## src/hdl/pcapd_pkg.sv

```systemverilog
// pcapd_pkg: shared types, constants and helpers for the pcap stream deframer.
// Used by pcapd_parser and pcap_stream_deframer_core; depends on nothing.
package pcapd_pkg;

	localparam int unsigned MAX_BODY_DEF = 65536;
	localparam int unsigned CAP_W        = 17;
	localparam logic [CAP_W-1:0] MAX_CAPTURE_RST = 17'h10000;

	localparam logic [31:0] MAGIC_NATIVE  = 32'ha1b2c3d4;
	localparam logic [31:0] MAGIC_SWAPPED = 32'hd4c3b2a1;

	// last byte index of each header
	localparam int unsigned STREAM_HDR_LAST = 23;
	localparam int unsigned REC_HDR_LAST    = 15;
	localparam int unsigned MAGIC_LAST      = 3;

	localparam int unsigned TDATA_W = 248;
	localparam int unsigned TUSER_W = 3;

	typedef enum logic [1:0] {
		PH_STREAM,
		PH_RECORD,
		PH_BODY,
		PH_DEAD
	} phase_t;

	typedef enum logic [2:0] {
		EV_STREAM_OK = 3'd0,
		EV_RECORD_OK = 3'd1,
		EV_BODY      = 3'd2,
		EV_BAD_MAGIC = 3'd3,
		EV_TOO_LONG  = 3'd4,
		EV_EMPTY     = 3'd5
	} event_t;

	typedef enum logic [1:0] {
		HW_SECONDS,
		HW_MICROS,
		HW_CAPLEN,
		HW_WIRELEN
	} hdr_word_t;

	typedef struct packed {
		logic [47:0] byte_total;
		logic [31:0] packet_count;
		logic [31:0] link_layer;
		logic [31:0] wire_length;
		logic [31:0] capture_length;
		logic [31:0] ts_micros;
		logic [31:0] ts_seconds;
		logic [7:0]  data_byte;
		logic        last_byte;
		event_t      event_res;
	} pcapd_res_t;

	function automatic logic [31:0] flip32(input logic [31:0] v);
		return {v[7:0], v[15:8], v[23:16], v[31:24]};
	endfunction

endpackage

```

## src/hdl/pcapd_parser.sv

```systemverilog
// pcapd_parser: deframer state (phase, byte index, header words, counters) and
// the per-byte next-state / result logic. Depends on pcapd_pkg.
module pcapd_parser
	import pcapd_pkg::*;
#(
	parameter int unsigned MAX_BODY = MAX_BODY_DEF,
	parameter int unsigned IDX_W    = 17
) (
	input  logic             clk,
	input  logic             arst_n,
	input  logic             step,
	input  logic [7:0]       in_byte,
	input  logic [CAP_W-1:0] max_capture,
	output logic             res_valid,
	output pcapd_res_t       res
);

	phase_t           phase_q, phase_d;
	logic [IDX_W-1:0] idx_q, idx_d;
	logic             swap_q, swap_d;
	logic             bad_q, bad_d;
	logic [31:0]      shift_q, shift_d;
	logic [31:0]      sec_q, sec_d;
	logic [31:0]      usec_q, usec_d;
	logic [31:0]      caplen_q, caplen_d;
	logic [31:0]      wirelen_q, wirelen_d;
	logic [31:0]      link_q, link_d;
	logic [31:0]      pkts_q, pkts_d;
	logic [47:0]      total_q, total_d;

	logic [31:0] ws;
	logic [31:0] fixed;
	event_t      ev;
	logic [7:0]  data_b;
	logic        last_b;

	assign ws    = {in_byte, shift_q[31:8]};
	assign fixed = swap_q ? flip32(ws) : ws;

	always_comb begin
		phase_d   = phase_q;
		idx_d     = idx_q;
		swap_d    = swap_q;
		bad_d     = bad_q;
		shift_d   = shift_q;
		sec_d     = sec_q;
		usec_d    = usec_q;
		caplen_d  = caplen_q;
		wirelen_d = wirelen_q;
		link_d    = link_q;
		pkts_d    = pkts_q;
		total_d   = total_q;
		res_valid = 1'b0;
		ev        = EV_STREAM_OK;
		data_b    = 8'd0;
		last_b    = 1'b0;
		unique case (phase_q)
			PH_STREAM: begin
				shift_d = ws;
				if (idx_q == IDX_W'(MAGIC_LAST)) begin
					priority if (ws == MAGIC_NATIVE) begin
						swap_d = 1'b0;
						bad_d  = 1'b0;
					end else if (ws == MAGIC_SWAPPED) begin
						swap_d = 1'b1;
						bad_d  = 1'b0;
					end else begin
						bad_d = 1'b1;
					end
				end
				if (idx_q >= IDX_W'(STREAM_HDR_LAST)) begin
					idx_d     = '0;
					res_valid = 1'b1;
					if (bad_d) begin
						phase_d = PH_DEAD;
						ev      = EV_BAD_MAGIC;
					end else begin
						link_d  = fixed;
						phase_d = PH_RECORD;
						ev      = EV_STREAM_OK;
					end
				end else begin
					idx_d = idx_q + 1'b1;
				end
			end
			PH_RECORD: begin
				shift_d = ws;
				if (idx_q[1:0] == 2'd3) begin
					unique case (hdr_word_t'(idx_q[3:2]))
						HW_SECONDS: sec_d     = fixed;
						HW_MICROS:  usec_d    = fixed;
						HW_CAPLEN:  caplen_d  = fixed;
						HW_WIRELEN: wirelen_d = fixed;
					endcase
				end
				if (idx_q >= IDX_W'(REC_HDR_LAST)) begin
					idx_d     = '0;
					res_valid = 1'b1;
					priority if (caplen_d > {{(32-CAP_W){1'b0}}, max_capture} ||
					             caplen_d > 32'(MAX_BODY)) begin
						phase_d = PH_DEAD;
						ev      = EV_TOO_LONG;
					end else if (caplen_d == 32'd0 || wirelen_d == 32'd0) begin
						phase_d = PH_DEAD;
						ev      = EV_EMPTY;
					end else begin
						phase_d = PH_BODY;
						ev      = EV_RECORD_OK;
					end
				end else begin
					idx_d = idx_q + 1'b1;
				end
			end
			PH_BODY: begin
				res_valid = 1'b1;
				ev        = EV_BODY;
				data_b    = in_byte;
				if (32'(idx_q) + 32'd1 >= caplen_q) begin
					last_b  = 1'b1;
					pkts_d  = pkts_q + 32'd1;
					total_d = total_q + {16'd0, wirelen_q};
					idx_d   = '0;
					phase_d = PH_RECORD;
				end else begin
					idx_d = idx_q + 1'b1;
				end
			end
			PH_DEAD: begin
			end
			default: begin
			end
		endcase
	end

	always_comb begin
		res.event_res      = ev;
		res.data_byte      = data_b;
		res.last_byte      = last_b;
		res.ts_seconds     = sec_d;
		res.ts_micros      = usec_d;
		res.capture_length = caplen_d;
		res.wire_length    = wirelen_d;
		res.link_layer     = link_d;
		res.packet_count   = pkts_d;
		res.byte_total     = total_d;
	end

	always_ff @(posedge clk or negedge arst_n) begin
		if (!arst_n) begin
			phase_q   <= PH_STREAM;
			idx_q     <= '0;
			swap_q    <= 1'b0;
			bad_q     <= 1'b0;
			shift_q   <= '0;
			sec_q     <= '0;
			usec_q    <= '0;
			caplen_q  <= '0;
			wirelen_q <= '0;
			link_q    <= '0;
			pkts_q    <= '0;
			total_q   <= '0;
		end else if (step) begin
			phase_q   <= phase_d;
			idx_q     <= idx_d;
			swap_q    <= swap_d;
			bad_q     <= bad_d;
			shift_q   <= shift_d;
			sec_q     <= sec_d;
			usec_q    <= usec_d;
			caplen_q  <= caplen_d;
			wirelen_q <= wirelen_d;
			link_q    <= link_d;
			pkts_q    <= pkts_d;
			total_q   <= total_d;
		end
	end

`ifndef NO_ASSERTIONS
	a_dead_silent: assert property (@(posedge clk) disable iff (!arst_n)
		phase_q == PH_DEAD |-> !res_valid)
		else $error("result produced after a fatal event");

	a_body_idx: assert property (@(posedge clk) disable iff (!arst_n)
		phase_q == PH_BODY |-> 32'(idx_q) < caplen_q)
		else $error("body index ran past captured length");

	a_fatal_dead: assert property (@(posedge clk) disable iff (!arst_n)
		step && res_valid && (ev == EV_BAD_MAGIC || ev == EV_TOO_LONG || ev == EV_EMPTY)
		|=> phase_q == PH_DEAD)
		else $error("fatal event did not stop the parser");

	a_count_on_last: assert property (@(posedge clk) disable iff (!arst_n)
		step && !(res_valid && last_b) |=> $stable(pkts_q))
		else $error("packet count moved without a last body byte");
`endif

endmodule

```

## src/hdl/pcap_stream_deframer_core.sv

```systemverilog
// pcap_stream_deframer_core: top level of the pcap stream deframer.
// Instantiates pcapd_parser; types and constants from pcapd_pkg.
//
// Takes a pcap capture stream one byte per word on the slave stream and
// sustains one byte per clock while the result stream is not stalled. The
// 24-byte stream header is checked for a native or byte-swapped magic and
// its link type is kept; each 16-byte record header is decoded and checked
// against max_capture and MAX_BODY; body bytes come out one per word with
// tlast on the final byte of the record. A word comes out at the end of each
// header (status in tuser) and for every body byte; other header bytes
// produce nothing. Bad magic, an oversize record or a zero length is reported
// once and then the core swallows all input until reset. The input byte is
// registered, then decoded in one step into the output register. Throughput
// is one byte per cycle unless the result stream stalls; the output register
// and the input register together let an input byte be taken while a result
// still waits. max_capture is written through cfg_we/cfg_wdata; the user must
// write it only while the core is idle, the core does not enforce it.
module pcap_stream_deframer_core
	import pcapd_pkg::*;
#(
	parameter int unsigned MAX_BODY = MAX_BODY_DEF
) (
	input  logic               clk,
	input  logic               arst_n,
	// input stream
	input  logic               s_axis_tvalid,
	output logic               s_axis_tready,
	input  logic [7:0]         s_axis_tdata,   // [7:0] in_byte
	// result stream
	output logic               m_axis_tvalid,
	input  logic               m_axis_tready,
	// [7:0] data_byte, [39:8] ts_seconds, [71:40] ts_micros,
	// [103:72] capture_length, [135:104] wire_length, [167:136] link_layer,
	// [199:168] packet_count, [247:200] byte_total
	output logic [TDATA_W-1:0] m_axis_tdata,
	output logic               m_axis_tlast,   // last_byte
	output logic [TUSER_W-1:0] m_axis_tuser,   // [2:0] event_res
	// configuration
	input  logic               cfg_we,
	input  logic [CAP_W-1:0]   cfg_wdata       // max_capture
);

	// body index holds up to MAX_BODY-1, header index up to 23
	localparam int unsigned BODY_IDX_W = (MAX_BODY > 1) ? $clog2(MAX_BODY) : 1;
	localparam int unsigned IDX_W      = (BODY_IDX_W > 5) ? BODY_IDX_W : 5;

	logic [CAP_W-1:0] max_capture_q;

	// input stage
	logic       in_vld_s1;
	logic [7:0] in_byte_s1;

	// result register
	logic       out_vld_s2;
	pcapd_res_t out_s2;

	logic       advance;
	logic       step;
	logic       res_valid;
	pcapd_res_t res;

	// result register frees up when empty or drained this cycle
	assign advance       = !out_vld_s2 || m_axis_tready;
	assign step          = in_vld_s1 && advance;
	assign s_axis_tready = !in_vld_s1 || advance;

	always_ff @(posedge clk or negedge arst_n) begin
		if (!arst_n) begin
			max_capture_q <= MAX_CAPTURE_RST;
		end else if (cfg_we) begin
			max_capture_q <= cfg_wdata;
		end
	end

	always_ff @(posedge clk or negedge arst_n) begin
		if (!arst_n) begin
			in_vld_s1 <= 1'b0;
		end else if (s_axis_tready) begin
			in_vld_s1 <= s_axis_tvalid;
		end
	end

	always_ff @(posedge clk) begin
		if (s_axis_tready && s_axis_tvalid) begin
			in_byte_s1 <= s_axis_tdata;
		end
	end

	pcapd_parser #(
		.MAX_BODY (MAX_BODY),
		.IDX_W    (IDX_W)
	) u_parser (
		.clk         (clk),
		.arst_n      (arst_n),
		.step        (step),
		.in_byte     (in_byte_s1),
		.max_capture (max_capture_q),
		.res_valid   (res_valid),
		.res         (res)
	);

	always_ff @(posedge clk or negedge arst_n) begin
		if (!arst_n) begin
			out_vld_s2 <= 1'b0;
		end else if (advance) begin
			out_vld_s2 <= step && res_valid;
		end
	end

	always_ff @(posedge clk) begin
		if (step && res_valid) begin
			out_s2 <= res;
		end
	end

	assign m_axis_tvalid = out_vld_s2;
	assign m_axis_tlast  = out_s2.last_byte;
	assign m_axis_tuser  = out_s2.event_res;
	assign m_axis_tdata  = {out_s2.byte_total, out_s2.packet_count, out_s2.link_layer,
	                        out_s2.wire_length, out_s2.capture_length, out_s2.ts_micros,
	                        out_s2.ts_seconds, out_s2.data_byte};

`ifndef NO_ASSERTIONS
	a_hold_result: assert property (@(posedge clk) disable iff (!arst_n)
		out_vld_s2 && !m_axis_tready |=> out_vld_s2 && $stable(out_s2))
		else $error("stalled result word changed");

	a_no_drop: assert property (@(posedge clk) disable iff (!arst_n)
		in_vld_s1 && !advance |=> in_vld_s1 && $stable(in_byte_s1))
		else $error("held input byte lost");

	a_body_payload: assert property (@(posedge clk) disable iff (!arst_n)
		out_vld_s2 && out_s2.event_res != EV_BODY |-> !out_s2.last_byte &&
		out_s2.data_byte == 8'd0)
		else $error("header event carries body payload");
`endif

endmodule

```

## config.mk

```make
export PLATFORM = sky130hd
export DESIGN_NAME = pcap_stream_deframer_core
export DESIGN_NICKNAME = d
export VERILOG_FILES = /design/src/hdl/pcapd_pkg.sv /design/src/hdl/pcapd_parser.sv /design/src/hdl/pcap_stream_deframer_core.sv
export SDC_FILE = /design/constraint.sdc
export NUM_CORES = 1
export LEC_CHECK = 0
export BUFFER_PORTS_ARGS = -buffer_cell sky130_fd_sc_hd__clkbuf_2
export CORE_MARGIN = 2
export CORE_UTILIZATION = 60
export DETAILED_ROUTE_END_ITERATION = 6
export PLACE_DENSITY = 0.82
export SKIP_LAST_GASP = 1
export SYNTH_ARGS = -nofsm -noshare
export SYNTH_HDL_FRONTEND = slang
export SYNTH_HIERARCHICAL = 1
export SYNTH_SLANG_ARGS = --single-unit
```

## constraint.sdc

```tcl
create_clock -name clk -period 24.1 [get_ports clk]
set_input_delay 2.41 -clock clk [delete_from_list [all_inputs] [get_ports clk]]
set_output_delay 2.41 -clock clk [all_outputs]
set_load 0.02 [all_outputs]
```

==> run metrics <==
outcome complete, no violations; Synth async-reset ratio 0.538; vias per std cell a little under 6; post-CTS resize count 0; Congestion Overflow GR 0; dpl cells 3,108; clk_lat worst skew approximately 0.64 ns; power density cells about 100 nW/um^2; crit path time final about 5.5 ns; RSZ-0062 raised after global routing no; Syn Inst Count 2,317; Routability Congestion around 0.95; Post-Route WL between 60,000 and 70,000 um; R2R Setup Slk ~19 ns; Post-Layout Cell Count 3,217; CP arrival ~3 ns; first-pass GRT wire length a little over 100,000 um; Layout area overhead 14.8%; Final setup viols 0; Synth area leader edfxtp_1; share of cells above drive strength 1 0.220; Hold Path Class reg -> reg; Area after DPL ~28,000 um^2; Antenna Nets Post-Route 0; Num Clock Sinks roughly 560; Synth warnings 6; Worst Path Required approximately 22 ns; met1 Use GR 0.384; row count between 70 and 80; Die Height 213 um; Die X between 200 and 250 um; crit path max fanout 3; Simple-Gate Fraction of Synth Area 0.128; number of synthesized register bits 563; Crit Path Category in -> out; htree depth 2; Fin Setup TNS 0 ns; Tcrit/Tclk final 0.227; CTS tree built; full die area about 45,000 um^2; top-area cell type share of the netlist area 0.299; met2 Use GR 0.483; Slew HR 0.186; sequential area share after synthesis 0.589; Leak approximately 13 nW; Yosys cell types 67; # IOs about 280; maximum operating frequency around 180 MHz; Post-synth EDFFs 260; WL/cell roughly 21 um; GRT Overall Usage 0.295; drt drc 0; top_reg_cell synth dfrtp_1; mapped cell area ~26,000 um^2; TritonCTS Buffers between 50 and 60; Crit. End Element output pin; antenna violations before repair 1; busiest layer in global routing met2; Clock transition at path regs around 0.060 ns; multiplexer share of the synthesized area 0.0766; compound-gate portion of the synthesized area 0.0990; Setup Skew between 0.02 and 0.03 ns; critical path startpoint category primary input; met3 usage in global routing 0.0604; drt pass-1 iters 6; Hold WS around 0.48 ns; Adder-Cell Fraction of Synth Area 0.0358; highest ir drop seen on vdd between 0.07 and 0.08 mV; post-CTS setup buffers 0; post-route cell area 30,000 um^2; hold bufs inserted after CTS 0; vias in the first global route 18,600; total number of vias around 19,000; largest net degree at the start of global routing around 190; clk root buf clkbuf_16; clk buf depth 3; endpoints failing hold 0; Avg Synthesized Cell Area 11.3 um^2; post-DP HPWL about 45,000 um; count leader, synth nand2_1; maxcap violations 0; Final #Nets 2,686; top post-synthesis cells by area edfxtp_1 30%, dfrtp_1 29%, mux2_2 5.8%, nand2_1 5.8%, o21ai_0 5.1%; Post-Syn Nets between 2,000 and 2,500; XOR/XNOR share of the synthesized area 0.0446; Slew @ Worst Pin ~1.2 ns; port buffer count ~280; commonest cells in the netlist 401 x nand2_1, 302 x dfrtp_1, 264 x o21ai_0, 260 x edfxtp_1, 134 x mux2_2; combinational family with the most area after synthesis simple AND/OR/NAND/NOR gates; initial core utilization 0.607; Max Slew Vio Count 0; core area roughly 43,000 um^2; Iter 0 DRT Violations roughly 1,600
## routing by layer
metal	vias to the layer above	wire length (um)
li1	8779	-
met1	9315	26700
met2	794	32100
met3	154	4930
met4	0	2640
met5	-	0
## per-stage QoR
stage / util / power [mW] / setup WS, ns
global placement: 0.654 / 2.03 / 18.43
finish: 0.697 / 2.93 / 18.63
floorplan: - / 1.81 / 9.62
detailed placement: 0.654 / 2.07 / 18.36
CTS: 0.697 / 2.93 / 18.66
global route: 0.697 / 3.05 / 18.27
## flip-flops by register name, indices dropped and copies added (netlist names), 2 cells and up
signal,cells
max_capture_q,17
m_axis_tdata,248
u_parser/caplen_q,32
u_parser/sec_q,32
in_byte_s1,8
u_parser/phase_q,2
m_axis_tuser,3
u_parser/idx_q,16
u_parser/shift_q,24
u_parser/link_q,32
u_parser/usec_q,32
u_parser/total_q,48
u_parser/wirelen_q,32
u_parser/pkts_q,32
## final cells by class
class / count / area, um^2
inverters: 55 / 206
flip-flops and latches: 563 / 15400
repair buffers: 320 / 1720
clock buffers: 77 / 1580
fillers: 3082 / 13000
clock inverters: 31 / 269
multi-input cells: 1585 / 10100
diodes: 1 / 2.50
well taps: 585 / 732
## report_power, final
part | internal [mW] | leakage [nW] | switching (mW)
Clock | 0.486 | 0.908 | 0.382
Combinational | 0.248 | 5.51 | 0.486
Sequential | 1.22 | 6.43 | 0.110
Total | 1.96 | 12.8 | 0.978
## final timing paths
kind | from | endpoint | cells past startpoint
max in group asynchronous | arst_n | u_parser/sec_q[27] | 2
max | m_axis_tready | s_axis_tready | 3
min | u_parser/link_q[22] | u_parser/link_q[22] | 2
min reg2reg | u_parser/link_q[22] | u_parser/link_q[22] | 2
max reg2reg | u_parser/idx_q[0] | u_parser/total_q[24] | 20
min in group asynchronous | arst_n | u_parser/pkts_q[7] | 1
## critical path, stage by stage
cell and delay (ns):
clkbuf_2 0.11, nand3b_1 0.29, clkbuf_2 0.24
## layout by cell type, fill, tap and decap left out, types with 14 or more instances in the layout
| cell type | n |
|---|---|
| clkbuf_2 | 282 |
| a21oi_1 | 74 |
| nand3_1 | 54 |
| clkbuf_16 | 57 |
| edfxtp_1 | 260 |
| ha_1 | 73 |
| mux2i_1 | 34 |
| and3_1 | 23 |
| xor2_1 | 49 |
| xnor2_1 | 84 |
| dfrtp_1 | 301 |
| clkinv_2 | 14 |
| mux2_2 | 134 |
| buf_4 | 36 |
| nand2_1 | 400 |
| nor3_1 | 32 |
| nor4_1 | 23 |
| o21ai_0 | 264 |
| nand4_1 | 35 |
| inv_1 | 55 |
| nor2_1 | 103 |
| o21ai_1 | 18 |
| and2_1 | 21 |
| a21o_1 | 17 |
## kinds of logic after synthesis
group                      count (synthesis)
AOI/OAI and AO/OA                        455
xor gates and xnor gates                 133
adders and majority gates                 74
buffers and inverters                    169
DFF                                      563
muxes                                    178
and+or+nand+nor                          745
(Power assumes the default switching activity.)
